==> src/hdl/irt_pkg.sv <==
// Shared types and codes for the interval reservation table.
// Used by the table cell and the top level.
package irt_pkg;

  // Request action codes
  localparam logic [1:0] ACT_SCHEDULE = 2'd0;
  localparam logic [1:0] ACT_CANCEL   = 2'd1;
  localparam logic [1:0] ACT_CHECK    = 2'd2;

  // Result status codes
  localparam logic [1:0] ST_DONE      = 2'd0;
  localparam logic [1:0] ST_OVERLAP   = 2'd1;
  localparam logic [1:0] ST_NOT_FOUND = 2'd2;
  localparam logic [1:0] ST_FULL      = 2'd3;

  // Latched request as broadcast to every cell
  typedef struct packed {
    logic [1:0]  action;
    logic [15:0] start_time;
    logic [16:0] finish;
  } req_t;

  // Update strobes broadcast to every cell
  typedef struct packed {
    logic        ins_en;
    logic        del_en;
    logic [15:0] move_begin;
    logic [16:0] move_finish;
  } cell_ctl_t;

  // Per-cell status seen by the top level
  typedef struct packed {
    logic valid;
    logic overlap;
    logic match;
    logic last;
  } cell_flags_t;

endpackage

==> src/hdl/irt_cell.sv <==
// One slot of the reservation table: holds one interval, compares it with
// the broadcast request and updates from neighbor valid bits. Uses irt_pkg.
module irt_cell
  import irt_pkg::*;
(
  input  logic        clk,
  input  logic        rst,
  input  req_t        req,
  input  cell_ctl_t   ctl,
  input  logic        prev_valid,
  input  logic        next_valid,
  output cell_flags_t flags,
  output logic [15:0] slot_begin,
  output logic [16:0] slot_finish
);

  logic valid;
  logic boundary;

  // Compares against the held interval
  always_comb begin
    flags.valid   = valid;
    flags.overlap = valid && ({1'b0, req.start_time} < slot_finish)
                          && (req.finish > {1'b0, slot_begin});
    flags.match   = valid && (slot_begin == req.start_time);
    flags.last    = valid && !next_valid;
  end

  // Occupied slots stay packed from cell 0; a new entry lands just above them
  assign boundary = !valid && prev_valid;

  // Valid bit: set on insert, cleared when this is the last slot on delete
  always_ff @(posedge clk) begin
    if (rst) begin
      valid <= 1'b0;
    end else if (ctl.ins_en && boundary) begin
      valid <= 1'b1;
    end else if (ctl.del_en && flags.last) begin
      valid <= 1'b0;
    end
  end

  // Payload: new request on insert, last slot's interval fills the hole
  always_ff @(posedge clk) begin
    if (ctl.ins_en && boundary) begin
      slot_begin  <= req.start_time;
      slot_finish <= req.finish;
    end else if (ctl.del_en && flags.match && !flags.last) begin
      slot_begin  <= ctl.move_begin;
      slot_finish <= ctl.move_finish;
    end
  end

endmodule

==> config.mk <==
export PLATFORM = sky130hd
export DESIGN_NAME = irt_cell
export DESIGN_NICKNAME = d
export VERILOG_FILES = /design/src/hdl/irt_pkg.sv /design/src/hdl/irt_cell.sv
export SDC_FILE = /design/constraint.sdc
export NUM_CORES = 1
export LEC_CHECK = 0
export BUFFER_PORTS_ARGS = -buffer_cell sky130_fd_sc_hd__buf_2
export CORE_MARGIN = 1
export CORE_UTILIZATION = 43
export CTS_CLUSTER_SIZE = 10
export DETAILED_ROUTE_END_ITERATION = 6
export MAX_ROUTING_LAYER = met4
export PLACE_DENSITY = 0.77
export REMOVE_ABC_BUFFERS = 1
export SLEW_MARGIN = 10
export SYNTH_ARGS = -nofsm -noshare
export SYNTH_HDL_FRONTEND = slang
export SYNTH_SLANG_ARGS = --single-unit
==> constraint.sdc <==
create_clock -name clk -period 2.3 [get_ports clk]
set_input_delay 0.46 -clock clk [delete_from_list [all_inputs] [get_ports clk]]
set_output_delay 0.46 -clock clk [all_outputs]
set_load 0.1 [all_outputs]
==> out/results.tsv <==
stage	metric	value	unit
setup_path	CP startpoint kind	flop	
die	Row Count	27	
sta	max_slew headroom	66.7	%
power_and_ir_drop	P_leak	1.67	nW
die	die outline width	77.4	um
grt	remaining global-route overflow	0	
die	DIE AREA	5990	um^2
sta	Worst-Margin Slew	0.502	ns
sta	final setup violation count	2	
yosys	Synth top area share	40.5	%
yosys	synth cell count leaders	edfxtp_1, inv_1, ha_1, mux2_2, xnor2_1	
setup_path	arrival time worst endpoint	2.07	ns
clocking	clock sink count	34	
die	Placeable Area	5510	um^2
place	RePlAce Congestion	0.839	
clocking	Root Driver	clkbuf_8	
clocking	CTS Buf Count	5	
die	Die H	77.4	um
setup_path	worst-path cell chain	inv_1 -> ha_1 -> a21oi_1 -> nand2_1 -> a211oi_1 -> o21ai_1 -> a211oi_2 -> buf_12	
yosys	Synth Area per Inst	11.3	um^2
grt	initial antenna violation count	0	
setup_path	Critical Path RT	1.84	ns
layout	Nets	461	
status	failing checks	negative setup slack	
min_path	Hold WC Path Type	in -> reg	
route	DR iter-0 viols	70	
yosys	Yosys cell types	32	
clocking	TritonCTS clock tree	yes	
yosys	post-synthesis cell count	216	
layout	Post-Layout Cell Count	428	
setup_path	Reg-to-Reg Start	slot_begin[12]$_DFFE_PP_	
yosys	Synth Flop Type	edfxtp_1	
sta	Slew Limit Fails	0	
layout	Area Overhead vs Synth	40.1	%
setup_path	CP Max Fanout	3	
sta	final period utilization	110	%
grt	gr usage total	21.5	%
yosys	Mapped Area	2440	um^2
clocking	hold_buf cts	0	
min_path	Hold Crit Depth	2	
clocking	Reg clk slew, reported paths	0.07	ns
yosys	EDFF count, synth	33	
setup_path	Crit-path slowest cell	edfxtp_1	
job	Max-cap violations	0	
route	DR vias	2100	
setup_path	worst r2r path cells	6	
grt	largest net degree at the start of global routing	24	
die	IO Count	111	
layout	share of layout cells above drive strength 1	52.8	%
yosys	Seq cells post-synth	34	
min_path	Worst Min Path Start	rst	
sta	Final Hold Viols	0	
status	status	finished, violations left	
setup_path	element type at the critical path end	primary output	
sta	post-layout min period	2.53	ns
route	Residual DRC	0	
route	routed len/inst	13.7	um
yosys	post-synth top area cell	edfxtp_1	
layout	Final Core Density	62.2	%
setup_path	CP top delay family	compound AO/OA/AOI/OAI gates	
setup_path	Setup Crit Path Kind	reg -> out	
setup_path	worst stage delay on the critical path	0.38	ns
place	half-perimeter wire length after placement	4.82	mm
sta	RSZ-0062 raised after global routing	yes	
route	TritonRoute pass-1 iters	4	
setup_path	CP Buf/Inv Count	2	
min_path	Hold EP	valid$_SDFFE_PP0P_	
clocking	H-tree levels	2	
route	Routed Wire Length	5.88	mm
yosys	post-synthesis sequential area ratio	41.4	%
clocking	buffer depth of the longest clock path	2	
place	placed cells	420	
power_and_ir_drop	PD cells	521	nW/um^2
layout	ant diodes	0	
power_and_ir_drop	maximum vdd ir drop	0.000351	V
grt	first-pass GRT wire length	9.67	mm
yosys	synth warn	0	
sta	fmax	396	MHz
grt	vias in the first global route	2157	
place	PortBufs	108	
yosys	largest cells by area after synthesis	edfxtp_1, ha_1, mux2_2	
setup_path	FF-to-FF End	slot_finish[8]$_DFFE_PP_	
sta	Clock Skew	0.00666	ns
route	Routed Antenna Nets	0	
yosys	async set-or-reset flop fraction in the synthesized netlist	0	%
sta	setup ws final	-0.228	ns
route	Vias/cell	4.91	
setup_path	Worst R2R Setup Slack	0.19	ns
clocking	worst-skew pair later-pin latency	0.28	ns
die	Initial Util	44.4	%
## power breakdown
part / total, W / switching (W) / internal [W]
Sequential: 0.000742 / 0.0000191 / 0.000722
Combinational: 0.000622 / 0.000399 / 0.000223
Clock: 0.000421 / 0.000212 / 0.000209
Total: 0.00178 / 0.000631 / 0.00115
## registers in the layout (all words and copies together) (netlist names)
register / cells
valid: 1
slot_begin: 16
slot_finish: 17
## metal layers
| metal | GRT usage (%) | vias to the layer above | share of wire (%) |
|---|---|---|---|
| li1 | - | 1053 | - |
| met1 | 24.9 | 959 | 42 |
| met2 | 37.2 | 76 | 50 |
| met3 | 4.47 | 12 | 5.8 |
| met4 | 6.79 | 0 | 2.1 |
| met5 | - | - | 0 |
## layout make-up
cell class | instances | area, um^2
fill | 477 | 2080
tap | 72 | 90.1
sequential | 34 | 1010
timing repair buffer | 138 | 808
clock buffer | 7 | 76.3
inverter | 33 | 124
multi-input combinational | 144 | 1320
## worst reg2reg max path, cell delays in order, from the launching register on
cell and delay, ns:
edfxtp_1 0.43, xnor2_1 0.21, nand4_1 0.20, nor4_2 0.32, and3_2 0.27, a21bo_1 0.19, buf_4 0.21
## timing repair
action	in CTS	in global routing
buffers inserted	1	0
pin swaps	9	4
resized for setup	8	4
setup endpoints to repair	2	2
## worst max-delay path by stage
stage                                          from        to  slack, ns  depth (start not counted)
final                      slot_finish[3]$_DFFE_PP_  flags[2]      -0.23                          8
after global routing       slot_finish[3]$_DFFE_PP_  flags[2]      -0.34                          8
after CTS                 slot_finish[14]$_DFFE_PP_  flags[2]      -0.24                          9
after detailed placement                    req[20]  flags[2]      -0.22                          8
after global placement                      req[20]  flags[2]      -0.23                          8
after floorplan            slot_begin[15]$_DFFE_PP_  flags[2]      -1.40                          7
## cells by family (layout without fill, tap and decap cells)
family          Yosys count  in the layout  synth area share (%)
simple gates             36             36                  7.73
fa+ha+maj                31             31                  15.9
compound gates           30             30                  7.98
xor+xnor                 16             16                  5.73
mux                      31             31                  14.3
buf+inv                  38            178                  7.06
flops                    34             34                  41.4
## layout by cell type, fill, tap and decap left out, types with 3 or more instances in the layout
cell type | Yosys | routed
a211oi_1 | 4 | 3
nor2_1 | 6 | 5
nand2_1 | 11 | 11
buf_4 | 2 | 29
clkbuf_8 | 0 | 5
nand4_1 | 6 | 6
o21ai_0 | 7 | 5
xnor2_1 | 16 | 15
inv_1 | 33 | 31
mux2_2 | 31 | 31
a21oi_1 | 10 | 8
ha_1 | 31 | 29
edfxtp_1 | 33 | 33
buf_2 | 0 | 106
buf_12 | 0 | 3
nand3_1 | 3 | 3
o21ai_1 | 1 | 3
## through the flow
stage               hold WS [ns]  cell area [um^2]  worst slack [ns]  setup TNS [ns]  total power (W)
CTS                        0.314              3410            -0.244          -0.322          0.00179
detailed placement         0.530              3290            -0.216           -1.45          0.00136
floorplan                  0.529              2400             -1.40          -51.03          0.00117
global placement           0.533              3290            -0.227          -0.376          0.00135
finish                     0.319              3420            -0.228          -0.272          0.00178
global route               0.312              3420            -0.343          -0.531          0.00187
Power figures use the tool's default switching activity.
